### config.mk
export PLATFORM = sky130hd
export DESIGN_NAME = length_prefix_deframer
export DESIGN_NICKNAME = d
export VERILOG_FILES = /design/src/hw/rtl/ldf_pkg.sv /design/src/hw/rtl/length_prefix_deframer.sv /design/src/hw/rtl/ldf_core.sv /design/src/hw/rtl/ldf_out_fifo.sv
export SDC_FILE = /design/constraint.sdc
export NUM_CORES = 1
export LEC_CHECK = 0
export ABC_CLOCK_PERIOD_IN_PS = 6100
export BUFFER_PORTS_ARGS = -buffer_cell sky130_fd_sc_hd__buf_2
export CORE_MARGIN = 5
export CORE_UTILIZATION = 64
export CTS_CLUSTER_DIAMETER = 30
export DETAILED_ROUTE_END_ITERATION = 12
export PLACE_DENSITY_LB_ADDON = 0.3
export SLEW_MARGIN = 30
export SYNTH_ARGS = -nofsm -noshare
export SYNTH_HDL_FRONTEND = slang
export SYNTH_SLANG_ARGS = --single-unit
### constraint.sdc
create_clock -name clk -period 6.1 [get_ports clk]
set_input_delay 1.22 -clock clk [delete_from_list [all_inputs] [get_ports clk]]
set_output_delay 1.22 -clock clk [all_outputs]
set_load 0.01 [all_outputs]
### src/hw/rtl/ldf_pkg.sv
// Shared types and constants for the length-prefixed frame deframer.
package ldf_pkg;

    // Frame layout constants.
    localparam int unsigned HEADER_LEN    = 2;
    localparam int unsigned MIN_FRAME_LEN = 3;
    localparam int unsigned BYTE_SHIFT    = 8;

    localparam int unsigned BYTE_W   = 8;
    localparam int unsigned LENGTH_W = 16;
    localparam int unsigned KIND_W   = 2;

    // Depth of the output queue that sits between the step logic and the port.
    localparam int unsigned OUT_DEPTH = 2;

    // Kind of a result beat.
    typedef enum logic [KIND_W-1:0] {
        KIND_OPCODE = 2'd0,
        KIND_BODY   = 2'd1,
        KIND_ERROR  = 2'd2
    } ldf_kind_t;

    // Receive phase within a frame.
    typedef enum logic [1:0] {
        PH_LEN_HI = 2'd0,
        PH_LEN_LO = 2'd1,
        PH_OPCODE = 2'd2,
        PH_BODY   = 2'd3
    } ldf_phase_t;

    // One result beat.
    typedef struct packed {
        ldf_kind_t             kind;
        logic [BYTE_W-1:0]     value;
        logic [LENGTH_W-1:0]   frame_length;
        logic                  frame_end;
    } ldf_result_t;

endpackage

### src/hw/rtl/length_prefix_deframer.sv
// A byte is held in the input register, and its result beat then waits in the result queue.
// Throughput: one byte per cycle unless in_stall; the step is a 16-bit increment and compare.
// A two-entry result queue lets input beats flow while one result waits to be taken.
// Reset: rst_n clears the frame state to await a length high byte and clears the error flag.
// After a bad length result every further byte is dropped until the next reset.
// Top level of the length-prefixed frame deframer.
module length_prefix_deframer
    import ldf_pkg::*;
(
    input  logic                clk,
    input  logic                rst_n,
    input  logic                in_valid,
    output logic                in_stall,
    input  logic [BYTE_W-1:0]   rx_byte,
    output logic                out_valid,
    input  logic                out_stall,
    output logic [KIND_W-1:0]   kind,
    output logic [BYTE_W-1:0]   value,
    output logic [LENGTH_W-1:0] frame_length,
    output logic                frame_end
);

    logic        push_ok;
    logic        res_valid;
    ldf_result_t res;
    ldf_result_t out_data;

    // Per-byte state machine.
    ldf_core u_core (
        .clk       (clk),
        .rst_n     (rst_n),
        .in_valid  (in_valid),
        .in_stall  (in_stall),
        .rx_byte   (rx_byte),
        .push_ok   (push_ok),
        .res_valid (res_valid),
        .res       (res)
    );

    // Result queue.
    ldf_out_fifo u_out_fifo (
        .clk       (clk),
        .rst_n     (rst_n),
        .push      (res_valid),
        .push_data (res),
        .push_ok   (push_ok),
        .out_valid (out_valid),
        .out_stall (out_stall),
        .out_data  (out_data)
    );

    assign kind         = out_data.kind;
    assign value        = out_data.value;
    assign frame_length = out_data.frame_length;
    assign frame_end    = out_data.frame_end;

endmodule

### src/hw/rtl/ldf_core.sv
// Input register, frame state and per-byte step logic of the deframer.
module ldf_core
    import ldf_pkg::*;
(
    input  logic              clk,
    input  logic              rst_n,
    input  logic              in_valid,
    output logic              in_stall,
    input  logic [BYTE_W-1:0] rx_byte,
    input  logic              push_ok,
    output logic              res_valid,
    output ldf_result_t       res
);

    logic                hold_valid_reg;
    logic [BYTE_W-1:0]   hold_byte_reg;
    ldf_phase_t          phase_reg, phase_next;
    logic [BYTE_W-1:0]   length_high_reg, length_high_next;
    logic [LENGTH_W-1:0] declared_length_reg, declared_length_next;
    logic [LENGTH_W-1:0] bytes_seen_reg, bytes_seen_next;
    logic                failed_reg, failed_next;
    logic                advance;
    logic [LENGTH_W-1:0] length_word;
    logic [LENGTH_W-1:0] bytes_inc;
    logic                last_byte;

    // The held beat moves on whenever the output queue has room.
    assign advance  = hold_valid_reg && push_ok;
    assign in_stall = hold_valid_reg && !push_ok;

    // Input register.
    always_ff @(posedge clk or negedge rst_n)
    begin
        if (!rst_n)
        begin
            hold_valid_reg <= 1'b0;
        end
        else if (!in_stall)
        begin
            hold_valid_reg <= in_valid;
        end
    end

    always_ff @(posedge clk)
    begin
        if (!in_stall && in_valid)
        begin
            hold_byte_reg <= rx_byte;
        end
    end

    // Length word and frame position for the held byte.
    assign length_word = {length_high_reg, hold_byte_reg};
    assign bytes_inc   = bytes_seen_reg + LENGTH_W'(1);
    assign last_byte   = (bytes_inc >= declared_length_reg);

    // Step of the frame state and the result it gives.
    always_comb
    begin
        phase_next           = phase_reg;
        length_high_next     = length_high_reg;
        declared_length_next = declared_length_reg;
        bytes_seen_next      = bytes_seen_reg;
        failed_next          = failed_reg;
        res_valid            = 1'b0;
        res.kind             = KIND_OPCODE;
        res.value            = hold_byte_reg;
        res.frame_length     = declared_length_reg;
        res.frame_end        = last_byte;

        if (advance && !failed_reg)
        begin
            case (phase_reg)
                PH_LEN_HI:
                begin
                    length_high_next = hold_byte_reg;
                    phase_next       = PH_LEN_LO;
                end
                PH_LEN_LO:
                begin
                    declared_length_next = length_word;
                    if (length_word < LENGTH_W'(MIN_FRAME_LEN))
                    begin
                        // A length too short to hold an opcode poisons the stream.
                        failed_next      = 1'b1;
                        res_valid        = 1'b1;
                        res.kind         = KIND_ERROR;
                        res.value        = '0;
                        res.frame_length = length_word;
                        res.frame_end    = 1'b0;
                    end
                    else
                    begin
                        bytes_seen_next = LENGTH_W'(HEADER_LEN);
                        phase_next      = PH_OPCODE;
                    end
                end
                PH_OPCODE:
                begin
                    bytes_seen_next = bytes_inc;
                    phase_next      = last_byte ? PH_LEN_HI : PH_BODY;
                    res_valid       = 1'b1;
                    res.kind        = KIND_OPCODE;
                end
                default:
                begin
                    bytes_seen_next = bytes_inc;
                    if (last_byte)
                    begin
                        phase_next = PH_LEN_HI;
                    end
                    res_valid = 1'b1;
                    res.kind  = KIND_BODY;
                end
            endcase
        end
    end

    // Frame state registers.
    always_ff @(posedge clk or negedge rst_n)
    begin
        if (!rst_n)
        begin
            phase_reg           <= PH_LEN_HI;
            length_high_reg     <= '0;
            declared_length_reg <= '0;
            bytes_seen_reg      <= '0;
            failed_reg          <= 1'b0;
        end
        else
        begin
            phase_reg           <= phase_next;
            length_high_reg     <= length_high_next;
            declared_length_reg <= declared_length_next;
            bytes_seen_reg      <= bytes_seen_next;
            failed_reg          <= failed_next;
        end
    end

endmodule

### src/hw/rtl/ldf_out_fifo.sv
// Two-entry result queue that decouples the step logic from output stalls.
module ldf_out_fifo
    import ldf_pkg::*;
(
    input  logic        clk,
    input  logic        rst_n,
    input  logic        push,
    input  ldf_result_t push_data,
    output logic        push_ok,
    output logic        out_valid,
    input  logic        out_stall,
    output ldf_result_t out_data
);

    localparam int unsigned PTR_W = $clog2(OUT_DEPTH);
    localparam int unsigned CNT_W = $clog2(OUT_DEPTH + 1);

    ldf_result_t        entry_reg [OUT_DEPTH];
    logic [PTR_W-1:0]   wr_ptr_reg;
    logic [PTR_W-1:0]   rd_ptr_reg;
    logic [CNT_W-1:0]   count_reg;
    logic               pop;

    assign push_ok   = (count_reg != CNT_W'(OUT_DEPTH));
    assign out_valid = (count_reg != '0);
    assign pop       = out_valid && !out_stall;
    assign out_data  = entry_reg[rd_ptr_reg];

    // Pointers and fill count.
    always_ff @(posedge clk or negedge rst_n)
    begin
        if (!rst_n)
        begin
            wr_ptr_reg <= '0;
            rd_ptr_reg <= '0;
            count_reg  <= '0;
        end
        else
        begin
            if (push)
            begin
                wr_ptr_reg <= (wr_ptr_reg == PTR_W'(OUT_DEPTH - 1)) ? '0
                                                                   : wr_ptr_reg + PTR_W'(1);
            end
            if (pop)
            begin
                rd_ptr_reg <= (rd_ptr_reg == PTR_W'(OUT_DEPTH - 1)) ? '0
                                                                   : rd_ptr_reg + PTR_W'(1);
            end
            if (push && !pop)
            begin
                count_reg <= count_reg + CNT_W'(1);
            end
            else if (pop && !push)
            begin
                count_reg <= count_reg - CNT_W'(1);
            end
        end
    end

    // Entry storage.
    always_ff @(posedge clk)
    begin
        if (push)
        begin
            entry_reg[wr_ptr_reg] <= push_data;
        end
    end

endmodule

# == Word-level counts from Yosys, hierarchy flattened ==
# Memory sizes are Yosys's and may differ from the RTL's.
# Cells that the tools add are included.
# word_totals
ram_bits,54
input_bits,12
word_cells,65
output_inout_bits,29
romBits,0
register_bits,56
n_memories,1
latchBits,0
# classes
n_mul,0
n_div,0
muxes,19
shift,0
bitwise_logic,1
eq_ne,4
n_addsub,5
n_reduce_logical,23
magnitude_cmp,2
# mem_list
name,words,width,read_ports,rd_clocked_by_memory_dff,wr,line,text
u_out_fifo.entry_reg,2,27,1,0,1,ldf_out_fifo.sv:18,ldf_result_t entry_reg [OUT_DEPTH];
# op_table
op,count
two-way mux 27 bit,2
case mux 16 bit (2 select lines),1
two-way mux 25 bit,1
"adder 16 x 1 -> 16 bit, second input constant",1
>= comparator 16 bit,1
"< comparator 16 x 2 -> 1 bit, second input constant",1
two-way mux 16 bit,1
two-way mux 2 bit,5
AND reduction 3 bit,3
logical AND 1 bit,7
logical NOT 1 bit,6
two-way mux 1 bit,6
case mux 2 bit (3 select lines),1
"inequality test 2 bit, second input constant",2
case mux 2 bit (2 select lines),1
AND reduction 2 bit,2
nonzero test 2 bit,2
nonzero test 4 bit,1
"adder 1 bit, second input constant",2
"adder 2 x 1 -> 2 bit, second input constant",1
"== test 2 x 1 -> 1 bit, second input constant",1
"== test 2 bit, second input constant",1
logical NOT 2 bit,1
case mux 1 bit (2 select lines),1
other kinds (3),3

# == Longest topological paths before layout ==
# logic_depth
word_depth,8
depth_mapped,11
mapped_depth_nobuf,11

# == By module ==
# From an unflattened synthesis, not the netlist that was laid out.
# unflattened
cells_unflattened,367
hier_area_um2,5159.9
# by_module_without_submodules
mod,n_inst,area_per_inst_um2,cells_each,seq_area_each_um2
ldf_core,1,2917.8,267,1341.3
ldf_out_fifo,1,2242.2,100,1721.7

# == Worst setup path before layout ==
# No wires, ideal clock.
# synth_path
kind,register to register
start,register u_core.hold_byte_reg[4]
end,"memory u_out_fifo.entry_reg[1][0] in the netlist's numbering, enable pin"
setup_slack_ns,3.181
arrival_time_ns,2.505
path_stages_with_launch,6
path_buffers,0
synth_period_minus_slack_ns,2.919
setup_ns,0.414
t_required_ns,5.686
cell_sequence,edfxtp_1 nor4_1 nand3_2 nor3_4 nor2_1 nor2b_1
# synth_between
elab_chain_cells,6
# synth_rtl
item,line,text
start: declaration,ldf_core.sv:16,logic [BYTE_W-1:0] hold_byte_reg;
start signal: assignment,ldf_core.sv:48,hold_byte_reg <= rx_byte;
< comparator 16 x 2 -> 1 bit,ldf_core.sv:82,if (length_word < LENGTH_W'(MIN_FRAME_LEN))
two-way mux 1 bit,ldf_core.sv:82,
case mux 1 bit (2 select lines),ldf_core.sv:73,case (phase_reg)
two-way mux 1 bit,ldf_core.sv:71,if (advance && !failed_reg)
two-way mux 1 bit,ldf_out_fifo.sv:64,if (push)
two-way mux 1 bit (implied by the code),ldf_out_fifo.sv:66,entry_reg[wr_ptr_reg] <= push_data;
end: declaration,ldf_out_fifo.sv:18,
# No other way between the ends.

# == Worst setup path in the final report ==
# Same ends and word-level chain as after synthesis.

==> results.md <==
- Outcome: completed
- Post-layout power: 2.54 mW
- TritonCTS clock tree: yes
- Post-synthesis sequential area ratio: 60.1%
- GRT Resource Usage Total: 21.5%
- Filler Cells Inserted: 561
- DR vias: 3156
- Port Buf Inserts: 40
- Crit-path max FO: 27
- Worst Path Arrival: 3.05 ns
- Gr ovfl total: 0
- Max-slew violations: 0
- Core ar.: 0.00773 mm2
- Setup violators final: 0
- Setup CP Type: reg -> reg
- Die extent in x: 99.2 um
- Max-cap violations: 0
- CTS Sinks: 110
- CTS clk-pin slew, worst paths: 0.10 ns
- Measured slew at the worst slew-check pin: 0.834 ns
- Avg Cell Area, Syn: 12.7 um2
- Routed wire length: 9910 um
- Skew-Pair Late Insertion Delay: 0.36 ns
- Post-route DRC: 0
- DR vias/cell: 5.81
- Setup tns final: 0 ns
- Commonest non-fill, non-tap cell in the layout: edfxtp_1
- Yosys warnings: 0
- Crit-path slowest cell: nor3_4
- Mapped Area: 0.00509 mm2
- Fin crit period: 3.03 ns
- Number of global-route vias before repair: 3167
- FP Rows: 32
- Lkg Pwr: 2.26 nW
- Final period util: 49.6%
- CP Capture Type: flip-flop
- Synthesized instance count: 402
- Worst hold slack: 0.537 ns
- Unrepaired setup endpoints after global routing: no
- Share of cells above drive strength 1: 26.5%
- Worst path cell trace: nor4_1, nand3_2, nor3_4, nor2_1, nor2b_2, buf_4
- Ys async rst share: 43.6%
- Post-DP HPWL: 7080 um
- Initial core utilization: 65.9%
- Post-CTS resize count: 0
- HP Class: reg -> reg
- Drt pass-1 iters: 4
- Commonest cells after routing, fill and taps aside: edfxtp_1 (62), dfrtp_1 (47), buf_2 (39)
- Cell variety after synth: 52
- # diodes: 0
- Iter 0 DRT Violations: 131
- Initial antenna violation count: 0
- Layout Skew: 0.0110 ns
- Clock tree buffer depth: 2
- I/O Pins: 41
- Fmax: 331 MHz
- Maximum VDD drop: 0.270 mV
- Die ar.: 0.00984 mm2
- Antenna Nets Post-Route: 0
- # hold bufs at CTS: 0
- Final core utilization: 71.7%
- GP Congestion: 0.909
- Max incr delay on CP: 0.73 ns
- Main flop type after synthesis: edfxtp_1
- Clock buffer count from CTS: 9
- Root buf cell: clkbuf_8
- Final #Nets: 466
- Layout Area Growth over Synthesis: 8.85%
- First-pass GRT wire length: 16600 um
- Crit path launch type: flip-flop
- Pin count of the biggest net entering global routing: 49
- Number of flip-flops in the largest register: 54
- Final hold vios: 0
- Syn_nets: 432
- Wire per inst: 18.2 um
- Postcts setup bufs: 0
- Flop2flop setup slack: 3.07 ns
- Post-synth EDFFs: 62
- CP Data Required Time: 6.12 ns
- Htree depth: 3
- Seq cells post-synth: 110
- Power density over the cells: 458 mW/mm2
- Max-slew headroom: 44.2%
- Die Y: 99.2 um
cells by family (layout without fill, tap and decap cells):
family                   after synthesis  in the layout  synth area share, %
AO/OA/AOI/OAI                         63             63                 7.81
adder cells (fa/ha/maj)               18             18                 4.42
AND/OR/NAND/NOR                      111            111                 12.4
XOR/XNOR                              19             19                 3.27
flip-flops                           110            110                 60.1
multiplexers                          37             37                 8.18
buffers and inverters                 44             83                 3.73
cell type report:
| class | count | area [um2] | area share (%) |
|---|---|---|---|
| multi-input combinational | 248 | 1840 | 33.3 |
| sequential | 110 | 3060 | 55.3 |
| timing repair buffer | 43 | 225 | 4.06 |
| inverter | 24 | 90.1 | 1.63 |
| tap | 102 | 128 | 2.30 |
| clock inverter | 4 | 56.3 | 1.02 |
| clock buffer | 12 | 135 | 2.44 |
path summary, 6_finish.rpt:
path,from,cells past startpoint,to
hold / removal,u_out_fifo.wr_ptr_reg,1,u_out_fifo.wr_ptr_reg
setup reg to reg,u_core.hold_byte_reg[4],6,u_out_fifo.entry_reg[1][0]
hold reg to reg,u_out_fifo.wr_ptr_reg,1,u_out_fifo.wr_ptr_reg
setup / recovery,u_core.hold_byte_reg[4],6,u_out_fifo.entry_reg[1][0]
min in group asynchronous,rst_n,1,u_core.hold_valid_reg
max in group asynchronous,rst_n,1,u_out_fifo.rd_ptr_reg
where the power goes:
group / internal (mW) / switching (mW) / total, mW / leakage, nW
sequential: 1.08 / 0.149 / 1.23 / 1.19
clock: 0.194 / 0.234 / 0.427 / 0.0887
combinational: 0.378 / 0.509 / 0.887 / 0.989
worst max-delay path, delay by kind of cell, from the launching register on:
kind                   cells  cell delay (ns)
buffers and inverters      1             0.37
AND/OR/NAND/NOR            5             1.79
flip-flops                 1             0.52
routing by layer:
| layer | up-vias | wire length (um) | GRT usage [%] |
|---|---|---|---|
| li1 | 1510 | - | - |
| met1 | 1568 | 4470 | 30.1 |
| met2 | 69 | 4870 | 34.8 |
| met3 | 9 | 475 | 4.35 |
| met4 | 0 | 95 | 5.88 |
| met5 | - | 0 | 0 |
synthesized netlist by cell type (all sizes together), types with 3 or more instances:
cell type | instances | area share (%)
nand4 | 7 | 0.98
nand2b | 4 | 0.64
o21ai | 32 | 3.3
a21o | 4 | 0.61
nor2b | 5 | 0.61
xor2 | 6 | 1.0
nand3 | 9 | 1.2
nor4 | 9 | 1.7
buf | 7 | 0.81
nor3 | 6 | 1.0
xnor2 | 13 | 2.2
edfxtp | 62 | 37
nor2 | 25 | 1.8
a21oi | 10 | 0.98
and3 | 3 | 0.37
a31oi | 3 | 0.37
inv | 24 | 1.8
ha | 18 | 4.4
mux2 | 37 | 8.2
or2 | 3 | 0.37
o31ai | 4 | 0.59
clkbuf | 13 | 1.2
nand2 | 35 | 2.6
dfrtp | 48 | 24
stage by stage:
step	instances	area, um2	setup slack, ns
floorplan	402	5090	3.18
global placement	527	5350	3.18
detailed placement	527	5350	3.07
CTS	543	5540	3.06
global route	543	5540	2.86
finish	543	5540	3.07
(Power assumes the default switching activity.)
